`src/rtl/ring_led_effect_generator_top_assert.svh`:
```
// Assertion macros for the ring LED effect generator.
// Both macros clock on aclk; the first is gated off while aresetn is low.
`ifndef RING_LED_EFFECT_GENERATOR_TOP_ASSERT_SVH
`define RING_LED_EFFECT_GENERATOR_TOP_ASSERT_SVH

// same-cycle implication, checked out of reset only
`define RLEG_ASSERT_IMP(lbl, ante, cons) \
    lbl: assert property (@(posedge aclk) disable iff (!aresetn) (ante) |-> (cons)) \
        else $error("rleg assertion failed");

// next-cycle implication, checked during reset as well
`define RLEG_ASSERT_NXT(lbl, ante, cons) \
    lbl: assert property (@(posedge aclk) (ante) |=> (cons)) \
        else $error("rleg assertion failed");

`endif

```
`src/rtl/rleg_pkg.sv`:
```
package rleg_pkg;

    localparam int LED_IDX_W         = 5;
    localparam int RING_LEDS_DEF     = 30;
    localparam int PROGRESS_BITS_DEF = 16;
    localparam int COLOR_W           = 24;
    localparam int CFG_IDX_W         = 3;
    localparam int WEIGHT_W          = 9;

    // register indexes on the configuration channel
    localparam logic [CFG_IDX_W-1:0] REG_EFFECT_MODE    = 3'd0;
    localparam logic [CFG_IDX_W-1:0] REG_BASE_COLOR     = 3'd1;
    localparam logic [CFG_IDX_W-1:0] REG_ACCENT_COLOR   = 3'd2;
    localparam logic [CFG_IDX_W-1:0] REG_BRIGHTNESS_PCT = 3'd3;
    localparam logic [CFG_IDX_W-1:0] REG_SPEED_LEVEL    = 3'd4;

    // effect modes
    localparam logic [1:0] MODE_BREATH = 2'd0;
    localparam logic [1:0] MODE_METEOR = 2'd1;
    localparam logic [1:0] MODE_QUAKE  = 2'd2;

    typedef struct packed {
        logic [1:0]         mode;
        logic [COLOR_W-1:0] base;
        logic [COLOR_W-1:0] accent;
        logic [6:0]         bright;
        logic [2:0]         speed;
    } cfg_t;

    // quarter-period sine in Q1.8, entries 31 and 32 at full weight
    localparam logic [WEIGHT_W-1:0] SINE_Q8 [33] = '{
        9'd0, 9'd13, 9'd25, 9'd38, 9'd50, 9'd62, 9'd74, 9'd86, 9'd98, 9'd109,
        9'd121, 9'd132, 9'd142, 9'd152, 9'd162, 9'd172, 9'd181, 9'd190, 9'd198,
        9'd206, 9'd213, 9'd220, 9'd226, 9'd231, 9'd237, 9'd241, 9'd245, 9'd248,
        9'd251, 9'd253, 9'd255, 9'd256, 9'd256
    };

    // x positions of the ring LEDs in 0.1-unit steps
    localparam int XROM_LEN = 30;
    localparam logic [11:0] RING_X [XROM_LEN] = '{
        12'd182, 12'd486, 12'd790, 12'd1094, 12'd2006, 12'd2310, 12'd2614,
        12'd2918, 12'd3070, 12'd3070, 12'd3070, 12'd3070, 12'd3070, 12'd3070,
        12'd2918, 12'd2614, 12'd2310, 12'd2006, 12'd1702, 12'd1398, 12'd1094,
        12'd790, 12'd486, 12'd182, 12'd30, 12'd30, 12'd30, 12'd30, 12'd30, 12'd30
    };

    // x extent of the ROM is 30..3070: centre 1550, reach (3040 + 2*1000)/2
    localparam logic [11:0] QK_CENTRE = 12'd1550;
    localparam int          QK_REACH  = 2520;
    localparam logic [8:0]  QK_FADE   = 9'd500;
    // 5*reach/2 for the growing phase, 5*reach/3 for the shrinking phase
    localparam logic [13:0] QK_GROW_K   = 14'(5 * QK_REACH);
    localparam logic [12:0] QK_SHRINK_K = 13'((5 * QK_REACH) / 3);

    // reciprocals in Q.24, rounded up, exact for the value ranges used here
    localparam logic [17:0] QK_RECIP  = 18'(((1 << 24) + 124) / 125);
    localparam logic [17:0] DIM_RECIP = 18'(((1 << 24) + 99) / 100);
    localparam logic [23:0] MET_RECIP [8] = '{
        24'(((1 << 24) + 1) / 2),   24'(((1 << 24) + 4) / 5),
        24'(((1 << 24) + 7) / 8),   24'(((1 << 24) + 10) / 11),
        24'(((1 << 24) + 13) / 14), 24'(((1 << 24) + 16) / 17),
        24'(((1 << 24) + 19) / 20), 24'(((1 << 24) + 22) / 23)
    };

endpackage

```
`src/rtl/rleg_weight.sv`:
```
module rleg_weight #(
    parameter int RING_LEDS     = rleg_pkg::RING_LEDS_DEF,
    parameter int PROGRESS_BITS = rleg_pkg::PROGRESS_BITS_DEF
) (
    input  logic                           aclk,
    input  logic                           aresetn,
    input  logic                           en,
    input  rleg_pkg::cfg_t                 cfg,
    input  logic                           in_valid,
    input  logic [rleg_pkg::LED_IDX_W-1:0] led_index,
    input  logic [PROGRESS_BITS:0]         anim_progress,
    output logic                           w_valid,
    output logic [rleg_pkg::WEIGHT_W-1:0]  weight
);
    import rleg_pkg::*;

    localparam int PB = PROGRESS_BITS;

    // stage 1 combinational
    logic              running;
    logic [5:0]        br_i;
    logic [5:0]        br_k;
    logic [PB+6:0]     head_prod;
    logic [6:0]        head;
    logic [6:0]        idx7;
    logic              met_off;
    logic [6:0]        met_d;
    logic [4:0]        met_len;
    logic [PB+3:0]     p5;
    logic [PB+14:0]    grow_prod;
    logic [PB:0]       rest;
    logic [PB+13:0]    shrink_prod;
    logic [11:0]       qk_r;
    logic              qk_off;
    logic [11:0]       qk_x;
    logic [10:0]       qk_dist;

    // stage 1 registers
    logic                s1_valid_reg;
    logic                s1_run_reg;
    logic [1:0]          s1_mode_reg;
    logic [WEIGHT_W-1:0] s1_wbr_reg;
    logic                s1_moff_reg;
    logic [6:0]          s1_d_reg;
    logic [4:0]          s1_len_reg;
    logic                s1_qoff_reg;
    logic [11:0]         s1_r_reg;
    logic [10:0]         s1_dist_reg;

    // stage 2 combinational
    logic [36:0]         met_prod;
    logic [WEIGHT_W-1:0] met_w;
    logic [8:0]          qk_diff;
    logic [32:0]         qk_prod;
    logic [WEIGHT_W-1:0] qk_w;
    logic [WEIGHT_W-1:0] w_next;

    logic                w_valid_reg;
    logic [WEIGHT_W-1:0] w_reg;

    // breathing: sine index folded about the half period
    assign running = ~anim_progress[PB];
    assign br_i    = anim_progress[PB-1 -: 6];
    assign br_k    = (br_i <= 6'd32) ? br_i : 6'(7'd64 - {1'b0, br_i});

    // meteor: head position and distance behind it
    assign head_prod = (PB+7)'(anim_progress[PB-1:0]) * (PB+7)'(RING_LEDS);
    assign head      = head_prod[PB+6:PB];
    assign idx7      = {2'b00, led_index};
    assign met_off   = (idx7 >= 7'(RING_LEDS));
    assign met_d     = (idx7 <= head) ? head - idx7 : 7'(head + 7'(RING_LEDS) - idx7);
    assign met_len   = 5'(5'd2 + 5'(cfg.speed) * 5'd3);

    // quake: wave radius and distance from the centre line
    assign p5          = (PB+4)'(anim_progress) * (PB+4)'(5);
    assign grow_prod   = (PB+15)'(anim_progress) * (PB+15)'(QK_GROW_K);
    assign rest        = (PB+1)'(1 << PB) - anim_progress;
    assign shrink_prod = (PB+14)'(rest) * (PB+14)'(QK_SHRINK_K);
    assign qk_r = (p5 < (PB+4)'(2 << PB)) ? grow_prod[PB+12:PB+1] : shrink_prod[PB+11:PB];
    assign qk_off  = (led_index >= LED_IDX_W'(XROM_LEN));
    assign qk_x    = qk_off ? QK_CENTRE : RING_X[led_index];
    assign qk_dist = (qk_x >= QK_CENTRE) ? 11'(qk_x - QK_CENTRE) : 11'(QK_CENTRE - qk_x);

    // stage 1: register per-mode terms
    always_ff @(posedge aclk) begin
        if (!aresetn) begin
            s1_valid_reg <= 1'b0;
        end else if (en) begin
            s1_valid_reg <= in_valid;
        end
        if (en) begin
            s1_run_reg  <= running;
            s1_mode_reg <= cfg.mode;
            s1_wbr_reg  <= SINE_Q8[br_k];
            s1_moff_reg <= met_off;
            s1_d_reg    <= met_d;
            s1_len_reg  <= met_len;
            s1_qoff_reg <= qk_off;
            s1_r_reg    <= qk_r;
            s1_dist_reg <= qk_dist;
        end
    end

    // meteor tail weight: (len-d)*256/len by reciprocal
    assign met_prod = 37'({5'(s1_len_reg - 5'(s1_d_reg)), 8'd0}) * 37'(MET_RECIP[cfg.speed]);
    always_comb begin
        if (s1_moff_reg) begin
            met_w = '0;
        end else if (s1_d_reg == 7'd0) begin
            met_w = 9'd256;
        end else if (s1_d_reg < 7'(s1_len_reg)) begin
            met_w = met_prod[32:24];
        end else begin
            met_w = '0;
        end
    end

    // quake fade band weight: (r-dist)*256/500 by reciprocal
    assign qk_diff = 9'(s1_r_reg - 12'(s1_dist_reg));
    assign qk_prod = 33'({qk_diff, 6'd0}) * 33'(QK_RECIP);
    always_comb begin
        if (s1_qoff_reg) begin
            qk_w = '0;
        end else if (13'(s1_dist_reg) + 13'(QK_FADE) <= 13'(s1_r_reg)) begin
            qk_w = 9'd256;
        end else if (12'(s1_dist_reg) <= s1_r_reg) begin
            qk_w = {1'b0, qk_prod[31:24]};
        end else begin
            qk_w = '0;
        end
    end

    // select the weight of the active mode
    always_comb begin
        w_next = '0;
        if (s1_run_reg) begin
            case (s1_mode_reg)
                MODE_BREATH: w_next = s1_wbr_reg;
                MODE_METEOR: w_next = met_w;
                MODE_QUAKE:  w_next = qk_w;
                default:     w_next = '0;
            endcase
        end
    end

    // stage 2: register the weight
    always_ff @(posedge aclk) begin
        if (!aresetn) begin
            w_valid_reg <= 1'b0;
        end else if (en) begin
            w_valid_reg <= s1_valid_reg;
        end
        if (en) begin
            w_reg <= w_next;
        end
    end

    assign w_valid = w_valid_reg;
    assign weight  = w_reg;

endmodule

```
`src/rtl/rleg_shade.sv`:
```
module rleg_shade (
    input  logic                          aclk,
    input  logic                          aresetn,
    input  logic                          en,
    input  rleg_pkg::cfg_t                cfg,
    input  logic                          w_valid,
    input  logic [rleg_pkg::WEIGHT_W-1:0] weight,
    output logic                          out_valid,
    output logic [7:0]                    red_out,
    output logic [7:0]                    green_out,
    output logic [7:0]                    blue_out
);
    import rleg_pkg::*;

    logic [8:0]  inv_w;
    logic [6:0]  bright_sat;
    logic [16:0] mix [3];
    logic [32:0] dim_prod [3];

    logic        s3_valid_reg;
    logic [7:0]  s3_chan_reg [3];
    logic        s4_valid_reg;
    logic [14:0] s4_prod_reg [3];
    logic        s5_valid_reg;
    logic [7:0]  s5_chan_reg [3];

    assign inv_w      = 9'(9'd256 - weight);
    assign bright_sat = (cfg.bright > 7'd100) ? 7'd100 : cfg.bright;

    // blend each channel, channel 0 red
    always_comb begin
        for (int c = 0; c < 3; c++) begin
            mix[c] = 17'(cfg.base[23-8*c -: 8]) * 17'(inv_w)
                   + 17'(cfg.accent[23-8*c -: 8]) * 17'(weight);
        end
        for (int c = 0; c < 3; c++) begin
            dim_prod[c] = 33'(s4_prod_reg[c]) * 33'(DIM_RECIP);
        end
    end

    // stages 3 to 5: blend, scale by brightness, divide by 100
    always_ff @(posedge aclk) begin
        if (!aresetn) begin
            s3_valid_reg <= 1'b0;
            s4_valid_reg <= 1'b0;
            s5_valid_reg <= 1'b0;
        end else if (en) begin
            s3_valid_reg <= w_valid;
            s4_valid_reg <= s3_valid_reg;
            s5_valid_reg <= s4_valid_reg;
        end
        if (en) begin
            for (int c = 0; c < 3; c++) begin
                s3_chan_reg[c] <= mix[c][15:8];
                s4_prod_reg[c] <= 15'(s3_chan_reg[c]) * 15'(bright_sat);
                s5_chan_reg[c] <= dim_prod[c][31:24];
            end
        end
    end

    assign out_valid = s5_valid_reg;
    assign red_out   = s5_chan_reg[0];
    assign green_out = s5_chan_reg[1];
    assign blue_out  = s5_chan_reg[2];

endmodule

```
`src/rtl/ring_led_effect_generator_top.sv`:
```
// Ring LED effect generator: one request (LED index, animation progress) in, one RGB colour
// out, breathing, meteor or quake effect per effect_mode, scaled by brightness_pct. The
// pipeline is five register stages (per-mode terms, weight, blend, brightness product,
// divide by 100) and takes one request per cycle while not halted; the result shows on the
// master side from the divide stage. The whole pipeline advances together and halts only
// while a result waits on the master side. Configuration writes are taken every cycle and
// must only be made while no request is in flight.
module ring_led_effect_generator_top #(
    parameter int RING_LEDS     = rleg_pkg::RING_LEDS_DEF,
    parameter int PROGRESS_BITS = rleg_pkg::PROGRESS_BITS_DEF
) (
    input  logic aclk,
    input  logic aresetn,
    // led_index, anim_progress, zero fill
    input  logic [((rleg_pkg::LED_IDX_W + PROGRESS_BITS + 8) / 8) * 8 - 1:0] s_tdata,
    input  logic s_tvalid,
    output logic s_tready,
    // red_out, green_out, blue_out
    output logic [23:0] m_tdata,
    output logic m_tvalid,
    input  logic m_tready,
    input  logic cfg_valid,
    output logic cfg_ready,
    input  logic [rleg_pkg::CFG_IDX_W-1:0] cfg_index,
    input  logic [rleg_pkg::COLOR_W-1:0]   cfg_data
);
    import rleg_pkg::*;

    cfg_t                 cfg_reg;
    logic                 en;
    logic                 w_valid;
    logic [WEIGHT_W-1:0]  weight;
    logic                 out_valid;
    logic [7:0]           red_out;
    logic [7:0]           green_out;
    logic [7:0]           blue_out;

    // advance the pipeline unless a result is held
    assign en        = ~out_valid | m_tready;
    assign s_tready  = en;
    assign cfg_ready = 1'b1;

    // configuration registers
    always_ff @(posedge aclk) begin
        if (!aresetn) begin
            cfg_reg.mode   <= MODE_BREATH;
            cfg_reg.base   <= '0;
            cfg_reg.accent <= 24'hFFFFFF;
            cfg_reg.bright <= 7'd100;
            cfg_reg.speed  <= 3'd1;
        end else if (cfg_valid) begin
            case (cfg_index)
                REG_EFFECT_MODE:    cfg_reg.mode   <= cfg_data[1:0];
                REG_BASE_COLOR:     cfg_reg.base   <= cfg_data;
                REG_ACCENT_COLOR:   cfg_reg.accent <= cfg_data;
                REG_BRIGHTNESS_PCT: cfg_reg.bright <= cfg_data[6:0];
                REG_SPEED_LEVEL:    cfg_reg.speed  <= cfg_data[2:0];
                default: ;
            endcase
        end
    end

    rleg_weight #(
        .RING_LEDS     (RING_LEDS),
        .PROGRESS_BITS (PROGRESS_BITS)
    ) u_weight (
        .aclk          (aclk),
        .aresetn       (aresetn),
        .en            (en),
        .cfg           (cfg_reg),
        .in_valid      (s_tvalid),
        .led_index     (s_tdata[LED_IDX_W-1:0]),
        .anim_progress (s_tdata[LED_IDX_W + PROGRESS_BITS:LED_IDX_W]),
        .w_valid       (w_valid),
        .weight        (weight)
    );

    rleg_shade u_shade (
        .aclk      (aclk),
        .aresetn   (aresetn),
        .en        (en),
        .cfg       (cfg_reg),
        .w_valid   (w_valid),
        .weight    (weight),
        .out_valid (out_valid),
        .red_out   (red_out),
        .green_out (green_out),
        .blue_out  (blue_out)
    );

    assign m_tvalid = out_valid;
    assign m_tdata  = {blue_out, green_out, red_out};

`include "ring_led_effect_generator_top_assert.svh"

    `RLEG_ASSERT_NXT(a_reset_clears_out, !aresetn, !m_tvalid)
    `RLEG_ASSERT_IMP(a_ready_follows_out, 1'b1, s_tready == (!m_tvalid || m_tready))
    `RLEG_ASSERT_IMP(a_dark_when_off, m_tvalid && (cfg_reg.bright == 7'd0), m_tdata == 24'd0)

endmodule

```
`config.mk`:
```
export PLATFORM = sky130hd
export DESIGN_NAME = ring_led_effect_generator_top
export DESIGN_NICKNAME = d
export VERILOG_FILES = /design/src/rtl/rleg_pkg.sv /design/src/rtl/rleg_weight.sv /design/src/rtl/rleg_shade.sv /design/src/rtl/ring_led_effect_generator_top.sv
export VERILOG_INCLUDE_DIRS = /design/src /design/src/rtl
export SDC_FILE = /design/constraint.sdc
export NUM_CORES = 2
export LEC_CHECK = 0
export BUFFER_PORTS_ARGS = -buffer_cell sky130_fd_sc_hd__buf_4
export CELL_PAD_IN_SITES_DETAIL_PLACEMENT = 0
export CELL_PAD_IN_SITES_GLOBAL_PLACEMENT = 1
export CORE_AREA = 10 10 356 358
export CTS_CLUSTER_SIZE = 25
export DETAILED_ROUTE_END_ITERATION = 16
export DIE_AREA = 0 0 366 368
export PLACE_DENSITY_LB_ADDON = 0.1
export REMOVE_ABC_BUFFERS = 1
export SYNTH_ARGS = -nofsm -noshare
export SYNTH_HDL_FRONTEND = slang
export SYNTH_HIERARCHICAL = 1
export SYNTH_SLANG_ARGS = --single-unit
```
`constraint.sdc`:
```
create_clock -name aclk -period 21.7 [get_ports aclk]
set_clock_uncertainty 0.2 [all_clocks]
set_input_delay 4.34 -clock aclk [delete_from_list [all_inputs] [get_ports aclk]]
set_output_delay 4.34 -clock aclk [all_outputs]
set_load 0.01 [all_outputs]
```
==> After elaboration in Yosys (flattened, before gate mapping) <==
Memories as Yosys holds them, arrays and structs flattened. A register that Yosys moved wholly into a read port is not among the register bits.
Cells that the tools add are included.
{ "word_totals": {"ff_bits": 114, "ramBits": 93, "rom_bits": 1152, "in_bits": 56, "out_inout_bits": 27, "word_cells": 110, "mem_count": 6} }
{ "memory_table": {"columns": ["name", "words", "width", "read_ports", "rd_clocked_by_memory_dff", "write_ports", "line", "source"], "rows": [
  ["(no name shown)", 64, 9, 1, 1, 0, "rleg_weight.sv:94", "s1_wbr_reg <= SINE_Q8[br_k];"],
  ["(no name shown)", 32, 12, 1, 0, 0, "rleg_weight.sv:81", "assign qk_x = qk_off ? QK_CENTRE : RING_X[led_index];"],
  ["(no name shown)", 8, 24, 1, 0, 0, "rleg_weight.sv:105", "assign met_prod = 37'({5'(s1_len_reg - 5'(s1_d_reg)), 8'd0}) * 37'(MET_RECIP[cfg.speed]);"],
  ["u_shade.s4_prod_reg", 3, 15, 3, 0, 3, "rleg_shade.sv:23", "logic [14:0] s4_prod_reg [3];"],
  ["u_shade.s3_chan_reg", 3, 8, 3, 0, 3, "rleg_shade.sv:21", "logic [7:0] s3_chan_reg [3];"],
  ["u_shade.s5_chan_reg", 3, 8, 3, 0, 3, "rleg_shade.sv:25", "logic [7:0] s5_chan_reg [3];"]
]} }
{ "op_classes": {"n_addsub": 15, "multipliers": 19, "order_cmp": 12, "n_eq_ne": 6, "n_mux": 19, "n_bitwise": 6, "n_reduce_logical": 8} }
{ "op_table": {"columns": ["cell", "n"], "rows": [
  ["$mul A15 B18 Y32 const B", 3],
  ["$mul A8 B9 Y16", 6],
  ["$add A16 B16 Y16", 3],
  ["$mux W12", 4],
  ["$mux W24", 2],
  ["$mul A8 B7 Y15", 3],
  ["$mux W9", 5],
  ["$pmux W9 S3", 1],
  ["$mul A17 B11 Y26 const B", 1],
  ["$mul A17 B10 Y25 const B", 1],
  ["$mul A5 B24 Y25", 1],
  ["$mul A9 B17 Y25 const B", 1],
  ["$lt A20 B18 Y1 const B", 1],
  ["$mul A16 B4 Y20 const B", 1],
  ["$mul A17 B3 Y20 const B", 1],
  ["$sub A17 B17 Y17 const A", 1],
  ["$mux W7", 2],
  ["$add A11 B9 Y12 const B", 1],
  ["$ge A12 B11 Y1 const B", 1],
  ["$le A11 B12 Y1", 1],
  ["$le A12 B12 Y1", 1],
  ["$mux W11", 1],
  ["$sub A11 B11 Y11 const A", 1],
  ["$sub A11 B11 Y11 const B", 1],
  ["33 further kinds", 41]
]} }

==> Depth between registers and ports, before layout <==
{ "depth": {"word_depth": 9, "ltp_mapped": 26, "depth_no_buf": 24} }

==> Cells and area by module <==
The synthesis kept the hierarchy.
{ "modules_own_cells": {"columns": ["mod", "instances", "cells_per_inst", "area_each_um2", "seq_area_each_um2"], "rows": [
  ["rleg_shade", 1, 3579, 34998.6, 2852.7],
  ["rleg_weight", 1, 1745, 15884.0, 1661.6],
  ["ring_led_effect_generator_top", 1, 255, 2557.5, 1201.2]
]} }

==> Worst setup path before layout <==
Ideal clock, no wire load.
{ "synth_timing": {"kind": "input-to-output", "start": "input port m_tready", "end": "output port s_tready", "arrival_time_ns": 8.119, "t_required_ns": 17.160, "setup_slack_ns": 9.041, "stages": 1, "path_buffers": 0, "cell_sequence": "nand2b_1"} }
{ "synth_via": {"elab_chain_cells": 1} }
{ "synth_rtl": {"columns": ["item", "line", "source"], "rows": [
  ["start, declared", "ring_led_effect_generator_top.sv:21", "input logic m_tready,"],
  ["$or A1 B1 Y1", "ring_led_effect_generator_top.sv:39", "assign en = ~out_valid | m_tready;"],
  ["end, declared", "ring_led_effect_generator_top.sv:17", "output logic s_tready,"]
]} }
Every way passes these cells.

==> Worst setup path in the final report <==
{ "layout_timing": {"start": "input port s_tdata[15] (netlist bit)", "end": "register u_weight.s1_r_reg[10] (data pin)"} }
{ "layout_via": {"elab_chain_cells": 3, "elab_cells_between_ends": 6, "classes_between": "add/sub: 1; mul: 3; order compare: 1; mux: 1"} }
{ "layout_rtl": {"columns": ["item", "line", "source"], "rows": [
  ["start, declared", "ring_led_effect_generator_top.sv:15", "input logic [((rleg_pkg::LED_IDX_W + PROGRESS_BITS + 8) / 8) * 8 - 1:0] s_tdata,"],
  ["$sub A17 B17 Y17 / $mul A17 B3 Y20 (equally long branches)", "rleg_weight.sv:77, rleg_weight.sv:75", null],
  ["$mul A17 B10 Y25 / $lt A20 B18 Y1 (equally long branches)", "rleg_weight.sv:78, rleg_weight.sv:79", null],
  ["$mux W12 (*)", "rleg_weight.sv:79", "assign qk_r = (p5 < (PB+4)'(2 << PB)) ? grow_prod[PB+12:PB+1] : shrink_prod[PB+11:PB];"],
  ["net u_weight.qk_r[10]", "rleg_weight.sv:33", "logic [11:0] qk_r;"],
  ["end signal, assigned", "rleg_weight.sv:99", "s1_r_reg <= qk_r;"],
  ["end, declared", "rleg_weight.sv:47", "logic [11:0] s1_r_reg;"]
]} }
Mark *: on every way through the listed nets, which the timed path passes. The rest lies on a longest branch.
A chain may end at the register's enable or synchronous reset.

==> flow_summary.toml <==
[worst_setup_path]
start_kind = "input pin"
end_kind = "flip-flop"
timing.rr.start = "u_weight/weight[0]$_SDFFCE_PN0P_"
cp_max_fo = 18
critical_path_class = "in -> reg"
slowest_stage = "xnor2_1"
critical_path.endpoint = "u_weight/s1_r_reg[10]$_DFFE_PP_"
max_stage_delay_ns = 0.58
startpoint = "s_tdata[15]"
rrSetupSlack_ns = 13.81
cp_common_cell = "ha_1"
r2r-end = "u_shade/s3_chan_reg[0][15]$_DFFE_PP_"
critPathRequiredTime_ns = 21.82
arrival_ns = 10.31
path_cells = "buf_4 -> inv_1 -> ha_1 -> nand4_1 -> xnor2_1 -> inv_1 -> ha_1 -> ha_1 -> ha_1 -> inv_1 -> fa_1 -> fa_1 -> inv_1 -> ha_1 -> a21o_1 -> a31o_2 -> a22oi_1 -> a31oi_1 -> nor4_2 -> nor2_1 -> xnor2_1 -> mux2_2"
r2r_cells = 21

[detailed_routing]
first_iter_violations = 1439
highest_layer = "met5"
wl_per_cell_um = 16.63
viasPerCell = 4.906
routed_wl_um = 120600
drt_first_pass_iters = 6
vias = 35580
wl_met2_um = 54680
wl_met1_um = 60030
antenna_left = 0
drc_errors = 0
wl_met3_um = 4019

[synth]
syn_area_per_cell_um2 = 9.579
synthesis.area_um2 = 53440
synth-main-ff-cell = "edfxtp_1"
synth.largest_area_cell = "fa_1"
synth_area_leaders = "fa_1, ha_1, inv_1"
syn-instance-count = 5579
yosysSeqAreaShare_pct = 10.70
synth_edf_count = 147
synth_top_area_share_pct = 31.80
yosys_warnings = 6
synth_cell_types = 95
ys_ff_latch = 212
async_reset_ff_share_pct = 0

[layout]
fin_util_pct = 47.80
final_common_cell = "inv_1"
final_nets = 7540
mostFrequentLayoutCells = "inv_1, ha_1, fa_1, and2_1, nand2_1"
antenna_cells = 0
layout.cells.non_filler = 7252
syn_to_final_growth_pct = 6.745
largest_reg_flops = 60
nFillCells = 11520
drive_gt1_share_pct = 4.309

[placed_design]
dp_slack_ns = 10.92
gp_congestion = 0.8366
dp_hpwl_um = 100200
dp.cells = 7189
portBuffers = 79

[clock_network]
cts_tree = "built"
cts_root_buf = "clkbuf_16"
cts_hold_buf = 0
insertion_delay_ns = 0.60
numCtsBuffers = 35
clockBufferDepth = 3
cts.sinks = 212
postCtsSetupRepairBufs = 0
cts_resized = 0
path_clk_slew_ns = 0.07
htreeDepth = 2

[floorplanning]
fp.dieH_um = 368
die_w_um = 366
dieArea_um2 = 134700
start_util_pct = 44.78
core_area_um2 = 119300
pin_count = 83
placementRows = 127

[global_routing]
grt_pass1_vias = 38040
track_usage_pct = 18.35
grt_max_degree = 79
grt_pass1_wl_um = 202600
antenna_found_initial = 5
overflow = 0

[sta]
relSlewSlack_pct = 24.93
fin_crit_ns = 10.19
fmaxAchievable_mhz = 98.15
drv_slew = 0
rsz0062_at_grt = "no"
worst_slack_ns = 11.51
tightest_slew_ns = 1.118
setup_viol = 0
finalHoldViolations = 0
setup_tns_ns = 0
fin_crit_sh_pct = 46.95

[outcome]
status = "finished, final reports clean"

[hold_path]
hold_path_class = "reg -> reg"

[flow_run]
cap_violations = 0
[synthesized netlist by cell type, drive strengths merged (6+ instances only)]
cell type	number
o31a	6
a41o	7
a41oi	7
a221oi	7
mux2i	69
ha	1021
nor3	39
xnor2	151
o21ai	83
edfxtp	147
dfxtp	65
nand2	354
or3	14
o21bai	18
a31oi	17
o2111ai	9
clkbuf	89
nand2b	19
a21oi	143
or4	6
nor3b	8
nor4	11
nand3	61
xor2	44
nand4	24
nor2b	74
a21boi	7
o21a	18
inv	1393
or2	25
o41ai	9
a211oi	24
fa	849
buf	27
o31ai	6
and2	364
nor2	153
and3	62
o211ai	18
a21o	60
[area by class of cell]
cell class                      instances  area, um2  area share, %
Sequential cell                       212       5715          10.02
Clock buffer                           43      989.7          1.735
Tap cell                             1612       2017          3.536
Multi-Input combinational cell       3857      42040          73.69
Clock inverter                         20      198.9         0.3487
Inverter                             1394       5233          9.173
Timing Repair Buffer                  114      855.8          1.500
[metal layers]
layer  track usage (%)  vias to the layer above
met5                 0                        -
met4             3.259                        4
met3             2.439                       84
met2             30.01                      389
met1             26.09                    17490
li1                  -                    17610
[per-stage QoR]
step                      hold slack [ns]  instance area, um2
after floorplan                    0.2081               52900
after global placement             0.2230               55860
after detailed placement           0.2195               55860
after CTS                          0.2386               57040
after global routing               0.2552               57040
final                              0.2373               57040
[kinds of logic (layout without fill, tap and decap cells)]
group / Yosys count / in the layout / share of synthesized area [%]
AO/OA/AOI/OAI: 487 / 487 / 6.216
AND/OR/NAND/NOR: 1232 / 1232 / 12.00
multiplexers: 72 / 72 / 1.377
flip-flops: 212 / 212 / 10.70
other: 1 / 1 / 0.007017
XOR/XNOR: 195 / 195 / 3.196
buffers and inverters: 1510 / 1571 / 10.80
adder cells (fa/ha/maj): 1870 / 1870 / 55.71
[critical path: cells and delay by family]
kind            cells  cell delay (ns)
compound gates      4             0.98
buf+inv             5             0.85
simple gates        3             0.56
fa+ha+maj           7             2.47
mux                 1             0.30
xor+xnor            2             0.74
[worst min-delay path by stage]
stage	startpoint	endpoint	slack [ns]	cells after the start
2_1_floorplan	cfg_reg[58]$_SDFFE_PN0P_	u_weight/s1_mode_reg[0]$_DFFE_PP_	0.21	0
5_1_grt	cfg_reg[58]$_SDFFE_PN0P_	u_weight/s1_mode_reg[0]$_DFFE_PP_	0.26	0
6_report	cfg_reg[58]$_SDFFE_PN0P_	u_weight/s1_mode_reg[0]$_DFFE_PP_	0.24	0
3_5_place_dp	cfg_reg[58]$_SDFFE_PN0P_	u_weight/s1_mode_reg[0]$_DFFE_PP_	0.22	0
3_3_place_gp	cfg_reg[59]$_SDFFE_PN0P_	u_weight/s1_mode_reg[1]$_DFFE_PP_	0.22	0
4_1_cts	cfg_reg[58]$_SDFFE_PN0P_	u_weight/s1_mode_reg[0]$_DFFE_PP_	0.24	0
Power is left out: the tool's default activity adds up to more than one toggle a clock period on the data nets, which glitch-free logic cannot reach.
